[src/design/spq_pkg.sv]
// ----------------------------------------------------------------------------
// Sorted priority queue package
// Shared entry, control and code definitions for the queue core and its cells.
// ----------------------------------------------------------------------------
`default_nettype none

package spq_pkg;

  localparam int ValueW = 32;
  localparam int PriW   = 8;

  typedef enum logic {
    OP_INSERT = 1'b0,
    OP_REMOVE = 1'b1
  } opcode_t;

  typedef enum logic [1:0] {
    ST_OK    = 2'd0,
    ST_EMPTY = 2'd1,
    ST_EVICT = 2'd2
  } status_t;

  typedef enum logic [1:0] {
    CELL_HOLD   = 2'd0,
    CELL_POP    = 2'd1,
    CELL_INSERT = 2'd2
  } cell_op_t;

  typedef struct packed {
    logic              valid;
    logic [ValueW-1:0] value;
    logic [PriW-1:0]   pri;
  } entry_t;

  typedef struct packed {
    cell_op_t          op;
    logic              evict;
    logic [ValueW-1:0] value;
    logic [PriW-1:0]   pri;
  } cell_ctrl_t;

endpackage

`default_nettype wire

[src/design/spq_cell.sv]
// ----------------------------------------------------------------------------
// Sorted priority queue cell
// Holds one queue entry and shifts, keeps or loads it using its neighbors.
// ----------------------------------------------------------------------------
`default_nettype none

module spq_cell (
  input  wire logic               clk,
  input  wire logic               rst,
  input  wire spq_pkg::cell_ctrl_t ctrl,
  input  wire spq_pkg::entry_t    left,
  input  wire spq_pkg::entry_t    right,
  input  wire logic               left_keep,
  output spq_pkg::entry_t         entry,
  output spq_pkg::entry_t         entry_next,
  output logic                    keep
);

  spq_pkg::entry_t view;
  spq_pkg::entry_t view_left;
  spq_pkg::entry_t new_entry;

  // On an evicting insert the row is seen as already shifted toward the head.
  always_comb begin
    view          = ctrl.evict ? right : entry;
    view_left     = ctrl.evict ? entry : left;
    new_entry     = '{valid: 1'b1, value: ctrl.value, pri: ctrl.pri};
    keep          = view.valid && (view.pri >= ctrl.pri);
  end

  always_comb begin
    case (ctrl.op)
      spq_pkg::CELL_POP: begin
        entry_next = right;
      end
      spq_pkg::CELL_INSERT: begin
        if (keep) begin
          entry_next = view;
        end else if (left_keep) begin
          entry_next = new_entry;
        end else begin
          entry_next = view_left;
        end
      end
      default: begin
        entry_next = entry;
      end
    endcase
  end

  always_ff @(posedge clk) begin
    if (rst) begin
      entry.valid <= 1'b0;
    end else begin
      entry.valid <= entry_next.valid;
    end
    entry.value <= entry_next.value;
    entry.pri   <= entry_next.pri;
  end

endmodule

`default_nettype wire

[src/design/sorted_priority_queue_core.sv]
// ----------------------------------------------------------------------------
// Sorted priority queue core
// Bounded queue of value/priority entries kept sorted in a row of cells.
// ----------------------------------------------------------------------------
// An accepted request's result is written into the output register in the next cycle.
// Throughput: one request per cycle while the output register is free; every cell decides from its neighbors.
// A new request is taken while the output register is empty or being drained.
// Reset is synchronous and empties the queue and the output register.
`default_nettype none

module sorted_priority_queue_core #(
  parameter int QUEUE_DEPTH = 16
) (
  input  wire logic        clk,
  input  wire logic        rst,
  input  wire logic        s_tvalid,
  output logic             s_tready,
  input  wire logic [39:0] s_tdata,   // item_value[31:0], item_priority[39:32]
  input  wire logic        s_tuser,   // opcode
  output logic             m_tvalid,
  input  wire logic        m_tready,
  output logic [71:0]      m_tdata,   // out_value[31:0], entry_count[36:32],
                                      // head_value[68:37], zero fill[71:69]
  output logic [1:0]       m_tuser    // status
);

  localparam int CntW = $clog2(QUEUE_DEPTH + 1);

  spq_pkg::entry_t    cell_q    [QUEUE_DEPTH];
  spq_pkg::entry_t    cell_d    [QUEUE_DEPTH];
  logic               cell_keep [QUEUE_DEPTH];
  logic [QUEUE_DEPTH-1:0] valid_vec;
  spq_pkg::cell_ctrl_t ctrl;

  logic              accept;
  logic              full;
  logic              empty;
  logic              take_head;
  logic [CntW-1:0]   count;
  logic [CntW-1:0]   count_next;
  logic [CntW+4:0]   count_ext;
  logic [31:0]       res_value;
  logic [31:0]       res_head;
  spq_pkg::status_t  res_status;

  assign s_tready = !m_tvalid || m_tready;
  assign accept   = s_tvalid && s_tready;
  assign full     = cell_q[QUEUE_DEPTH-1].valid;
  assign empty    = !cell_q[0].valid;

  always_comb begin
    ctrl.value = s_tdata[31:0];
    ctrl.pri   = s_tdata[39:32];
    ctrl.evict = 1'b0;
    ctrl.op    = spq_pkg::CELL_HOLD;
    take_head  = 1'b0;
    res_status = spq_pkg::ST_OK;
    count_next = count;
    if (accept) begin
      if (spq_pkg::opcode_t'(s_tuser) == spq_pkg::OP_INSERT) begin
        ctrl.op    = spq_pkg::CELL_INSERT;
        ctrl.evict = full;
        take_head  = full;
        if (full) begin
          res_status = spq_pkg::ST_EVICT;
        end else begin
          count_next = CntW'(count + 1'b1);
        end
      end else if (empty) begin
        res_status = spq_pkg::ST_EMPTY;
      end else begin
        ctrl.op    = spq_pkg::CELL_POP;
        take_head  = 1'b1;
        count_next = CntW'(count - 1'b1);
      end
    end
  end

  for (genvar i = 0; i < QUEUE_DEPTH; i++) begin : g_cell
    spq_pkg::entry_t left;
    spq_pkg::entry_t right;
    logic            left_keep;

    if (i == 0) begin : g_first
      assign left      = '0;
      assign left_keep = 1'b1;
    end else begin : g_mid
      assign left      = cell_q[i-1];
      assign left_keep = cell_keep[i-1];
    end

    if (i == QUEUE_DEPTH - 1) begin : g_last
      assign right = '0;
    end else begin : g_inner
      assign right = cell_q[i+1];
    end

    spq_cell u_cell (
      .clk        (clk),
      .rst        (rst),
      .ctrl       (ctrl),
      .left       (left),
      .right      (right),
      .left_keep  (left_keep),
      .entry      (cell_q[i]),
      .entry_next (cell_d[i]),
      .keep       (cell_keep[i])
    );

    assign valid_vec[i] = cell_q[i].valid;
  end

  assign res_value = take_head ? cell_q[0].value : '0;
  assign res_head  = cell_d[0].valid ? cell_d[0].value : '0;
  assign count_ext = {5'b0, count_next};

  always_ff @(posedge clk) begin
    if (rst) begin
      count    <= '0;
      m_tvalid <= 1'b0;
    end else begin
      count <= count_next;
      if (accept) begin
        m_tvalid <= 1'b1;
      end else if (m_tready) begin
        m_tvalid <= 1'b0;
      end
    end
    if (accept) begin
      m_tdata <= {3'b0, res_head, count_ext[4:0], res_value};
      m_tuser <= res_status;
    end
  end

  a_valid_contiguous: assert property (@(posedge clk) disable iff (rst)
    ((valid_vec >> 1) & ~valid_vec) == '0)
    else $error("queue cells are not filled from the head");

  a_count_matches: assert property (@(posedge clk) disable iff (rst)
    $countones(valid_vec) == int'(count))
    else $error("entry count disagrees with occupied cells");

  a_empty_result: assert property (@(posedge clk) disable iff (rst)
    m_tvalid && (m_tuser == spq_pkg::ST_EMPTY) |-> (m_tdata[31:0] == '0))
    else $error("remove on empty queue returned a value");

  a_evict_full: assert property (@(posedge clk) disable iff (rst)
    accept && (s_tuser == spq_pkg::OP_INSERT) && full |=> full)
    else $error("evicting insert changed the queue fill");

endmodule

`default_nettype wire
[config.mk]
export PLATFORM = sky130hd
export DESIGN_NAME = sorted_priority_queue_core
export DESIGN_NICKNAME = d
export VERILOG_FILES = /design/src/design/spq_pkg.sv /design/src/design/spq_cell.sv /design/src/design/sorted_priority_queue_core.sv
export SDC_FILE = /design/constraint.sdc
export NUM_CORES = 2
export LEC_CHECK = 0
export BUFFER_PORTS_ARGS = -buffer_cell sky130_fd_sc_hd__buf_2
export CAP_MARGIN = 20
export CORE_MARGIN = 4
export CORE_UTILIZATION = 50
export CTS_CLUSTER_SIZE = 10
export DETAILED_ROUTE_END_ITERATION = 6
export PLACE_DENSITY_LB_ADDON = 0.12
export SLEW_MARGIN = 0
export SYNTH_ARGS = -nofsm -noshare
export SYNTH_HDL_FRONTEND = slang
export SYNTH_SLANG_ARGS = --single-unit
export TNS_END_PERCENT = 1
[constraint.sdc]
create_clock -name clk -period 29.4 [get_ports clk]
set_input_delay 5.88 -clock clk [delete_from_list [all_inputs] [get_ports clk]]
set_output_delay 5.88 -clock clk [all_outputs]
set_load 0.05 [all_outputs]
Word level (Yosys, flattened, before mapping). Cells that the tools add are included.

Latch bits: 0. Register bits after elaboration: 733. Bits in writable memories: 0. Memories kept: 0. Bits in read-only memories: 0. Output and inout port bits: 76. Input port bits: 45.

Bitwise operators: 0. $mul: 0. Muxes and demuxes: 79. $lt $le $gt $ge: 16. Reductions and logical operators: 22. Shift-type cells: 0. Add/subtract/negate cells: 2. Equality and inequality tests: 3. Div/mod/pow operators: 0.

Operators by type and width (number): $mux 41 (47); $pmux 41 s2 (16); $ge 8x8->1 (16); $mux 5 (4); $logic_and 1x1->1 (17); $mux 1 (8); $mux 2 (3); $add 5x1->5 const B (1); $sub 5x1->5 const B (1); $reduce_bool 2->1 (2); $mux 3 (1); $ne 3x3->1 const B (1); $eq 2x1->1 const B (1); $eq 2x2->1 const B (1); $reduce_and 2->1 (1); $logic_not 1->1 (1); $logic_or 1x1->1 (1).

Depth between registers and ports, before layout.
Word-level depth: 10. Gate-level depth with buffers: 22. Gate-level depth less buffers: 12.

Modules after synthesis. Synthesis repeated with hierarchy kept, for this count alone.

Cell total of the unflattened synthesis: 6829. Area, all modules: 59081.7 µm².

Modules (own cells, without submodules): spq_cell (cells an instance 414, times used 16, area an instance 3502.1 µm²); sorted_priority_queue_core (cells an instance 205, times used 1, area an instance 3047.9 µm²).

Worst setup path after synthesis. OpenSTA, ideal clock, no wires.

Path type: input port to flip-flop. Start point: input m_tready. End point: register g_cell[12].u_cell.entry[40] (netlist name). Buffers on the path: 2. Library setup time: 130 ps. Path slack: 2424 ps. Arrival: 26846 ps. Cell stages on the path: 10. Data required time: 29270 ps. Path through: nand2b_1 buf_2 nand2_1 inv_1 and3_1 ha_1 inv_1 clkbuf_1 o221ai_1 a21oi_1.

Longest elaborated chain between the ends: 9.

Ends and longest elaborated chain: from (decl) (RTL line sorted_priority_queue_core.sv:21) `input wire logic m_tready,`; $logic_or 1x1->1 (*) (RTL line sorted_priority_queue_core.sv:46) `assign s_tready = !m_tvalid || m_tready;`; via s_tready (RTL line sorted_priority_queue_core.sv:17) `output logic s_tready,`; $logic_and 1x1->1 (*) (RTL line sorted_priority_queue_core.sv:47) `assign accept = s_tvalid && s_tready;`; via accept (RTL line sorted_priority_queue_core.sv:35) `logic accept;`; $mux 3 (*) (RTL line sorted_priority_queue_core.sv:59) `if (accept) begin`; $mux 41; $ge 8x8->1 (RTL line spq_cell.sv:28) `keep = view.valid && (view.pri >= ctrl.pri);`; $logic_and 1x1->1 (RTL line spq_cell.sv:28); $mux 41 (RTL line spq_cell.sv:39) `end else if (left_keep) begin`; $mux 41 (RTL line spq_cell.sv:37) `if (keep) begin`; $pmux 41 s2 (RTL line spq_cell.sv:32) `case (ctrl.op)`; to (decl) (RTL line spq_cell.sv:14) `output spq_pkg::entry_t entry,`.

Mark *: on every way through the listed nets, which the timed path passes. The rest lies on a longest branch. A chain may end at the register's enable or synchronous reset.

Worst setup path in the final report.
Start point: input m_tready. End point: output s_tready.

Longest elaborated chain between the ends: 1.

Ends and longest elaborated chain (RTL line): $logic_or 1x1->1 (sorted_priority_queue_core.sv:46); to (decl) (sorted_priority_queue_core.sv:17).

No other way between the ends.

==> metrics.md <==
| Metric | Value |
|---|---|
| Post-CTS setup buffers | `0` |
| Global-route wire length before repair | `227000 um` |
| Area Overhead vs Synth | `6.90%` |
| Htree depth | `3` |
| Layout net count | `5706` |
| Hold WC Path Type | `flop to flop` |
| Detailed Route Iter0 Violations | `4528` |
| Int Power | `1.92 mW` |
| Critical Path Max Stage Delay | `0.29 ns` |
| Hold Violations, Final | `0` |
| Achievable Freq | `80.2 MHz` |
| Final WS setup | `16.93 ns` |
| Combinational share of power | `14.6%` |
| Switching power | `0.757 mW` |
| Worst Max-Slew Pin Slew | `1.11 ns` |
| Worst endpoint required time | `23.52 ns` |
| Static leakage | `21.1 nW` |
| Sequential share of power | `47.2%` |
| Netlist cell types | `78` |
| FF+latch count, synth | `733` |
| Inst Count DP | `6806` |
| Largest area contributor in the netlist | `edfxtp_1` |
| Initial Util | `50.4%` |
| Antenna Nets Post-Route | `0` |
| Core ar. | `102000 um2` |
| Endpoints failing setup | `0` |
| CTS clk-pin slew, worst paths | `0.05 ns` |
| Number of buffers created by CTS | `89` |
| Fill cells | `9225` |
| Clk pwr share | `38.2%` |
| Post-Syn Area | `51300 um2` |
| Setup TNS | `0 ns` |
| Final min period | `12.47 ns` |
| Worst-path cell chain | `buf_2 -> nand2b_1 -> buf_4 -> buf_2` |
| Sequential element share of the synthesized area | `41.8%` |
| Post-DP HPWL | `91500 um` |
| Status | `complete, but fails checks` |
| PD cells | `48.8 nW/um2` |
| Global route overflow | `0` |
| Initial antenna violation count | `4` |
| Ports | `121` |
| Die ar. | `108000 um2` |
| Top post-synthesis cells by area | `edfxtp_1 (40%), mux2i_1 (7.5%), nor2_1 (5.8%), nand2_1 (5.7%), a21oi_1 (3.4%)` |
| Via-per-instance ratio | `6.19` |
| Layout Skew | `0.0253 ns` |
| Resize count post-CTS | `0` |
| Tot GR Track Use | `24.9%` |
| Routability cong. | `0.832` |
| Most frequent cell after synthesis | `nor2_1` |
| Most used DFF post-synth | `edfxtp_1` |
| Post-synth top area share | `39.7%` |
| Sw Share | `28.3%` |
| CTS tree | `built` |
| Final slew viol count | `0` |
| DR vias | `43100` |
| Worst VDD drop | `0.0401 mV` |
| Die width | `328 um` |
| Critical Path End Type | `output port` |
| Non-Filler Instances | `6961` |
| Max Buffers Root-to-Sink | `3` |
| Critical-path top delay cell | `buf_2` |
| Critical path's most frequent cell | `buf_2` |
| Root buffer cell | `clkbuf_16` |
| # rows | `117` |
| Startpoint types | `input pin` |
| EDFF count, synth | `679` |
| Share of layout cells above drive strength 1 | `9.01%` |
| DRT Pass-1 Iters | `7` |
| Overall power | `2.68 mW` |
| WL final | `140000 um` |
| Synth top cells by count | `nor2_1 (800), nand2_1 (781), edfxtp_1 (679), mux2i_1 (383), clkbuf_1 (378)` |
| Detail-routed net length per standard cell | `20.1 um` |
| Max-slew headroom at the worst pin | `26.2%` |
| Vias in the first global route | `40100` |
| RSZ-0062 raised after global routing | `false` |
| Clock sinks | `733` |
| Yosys Warn Count | `0` |
| Skew-Pair Late Insertion Delay | `0.68 ns` |
| DR DRC count | `21` |
| Die H | `328 um` |
| Syn Area/Cell | `8.86 um2` |
| Critical path class | `input pin to output port` |
| Cells after Synth | `5793` |
| Async SR Flop Fraction | `0%` |
| CTS Hold Bufs | `0` |
| Min Hold Slack | `0.516 ns` |
| Crit path arrival time | `6.59 ns` |
| Fin crit share | `42.4%` |
| Post-Place Worst Slack | `16.93 ns` |
| Largest net degree at the start of global routing | `194` |
| Failing checks | `DRC` |
| Max Fanout on Critical Path | `7` |
| Port buffer count | `117` |
| Max-cap violations | `0` |
-- metrics by stage --
| step | instance area, um2 | util (%) |
|---|---|---|
| 2_1_floorplan | 51300 | - |
| 3_3_place_gp | 52300 | 51.3 |
| 3_5_place_dp | 52300 | 51.3 |
| 4_1_cts | 54900 | 53.9 |
| 5_1_grt | 54900 | 53.9 |
| 6_report | 54900 | 53.9 |
-- critical path, delay by kind of cell --
kind / cells / cell delay [ns]
buffers and inverters: 3 / 0.58
AND/OR/NAND/NOR: 1 / 0.12
-- layer usage --
layer | share of wire (%) | vias up | global-route usage [%]
met5 | 0 | - | 0
met4 | 1.5 | 0 | 5.38
li1 | - | 21300 | -
met2 | 45 | 1433 | 40.0
met1 | 47 | 20200 | 36.1
met3 | 6.2 | 147 | 3.09
-- area by class of cell --
type | count | area [um2] | area share [%]
diodes | 2 | 5.00 | 0.00912
clock buffers | 134 | 2410 | 4.38
clock inverters | 19 | 163 | 0.296
inverters | 128 | 497 | 0.905
multi-input cells | 4345 | 27100 | 49.4
flip-flops and latches | 733 | 21500 | 39.1
well taps | 1368 | 1710 | 3.12
repair buffers | 232 | 1510 | 2.75
-- logic make-up (layout without fill, tap and decap cells) --
group	count (synthesis)	after routing	synth area share (%)
adders and majority gates	132	132	3.22
buffers and inverters	717	513	5.99
other	1	5	0.00730
AOI/OAI and AO/OA	1667	1667	22.8
xor gates and xnor gates	4	4	0.0682
muxes	437	437	8.67
and+or+nand+nor	2102	2102	17.4
DFF	733	733	41.8
-- cell usage in the layout, fill, tap and decap left out, types with 125 or more instances in the layout --
cell      netlist  routed
nand3_1       147     147
a21oi_1       349     343
mux2i_1       383     383
inv_1         127     125
nand2_1       781     781
edfxtp_1      679     679
nor2_1        800     785
a221oi_1      133     133
ha_1          132     130
o21ai_0       222     220
-- power by group through the flow --
stage	clock network (mW)	registers, mW	logic (mW)
floorplan	0	1.32	0.271
global placement	0	1.28	0.377
detailed placement	0	1.28	0.386
CTS	1.04	1.26	0.388
global route	1.09	1.27	0.432
finish	1.02	1.26	0.391
-- worst paths after layout --
check	end	slack, ns	from	depth (start not counted)
hold / removal	g_cell[0].u_cell.entry[35]	0.52	g_cell[0].u_cell.entry[35]	2
setup / recovery	s_tready	16.93	m_tready	4
setup reg to reg	g_cell[11].u_cell.entry[3]	23.34	g_cell[15].u_cell.entry[40]	12
hold reg to reg	g_cell[0].u_cell.entry[35]	0.52	g_cell[0].u_cell.entry[35]	2
-- flip-flops by register name (all words and copies together), names as in the netlist, named ones only --
register	cells
m_tvalid	1
m_tuser	2
g_cell.u_cell.entry	655
m_tdata	69
count	5
(Power assumes the default switching activity.)
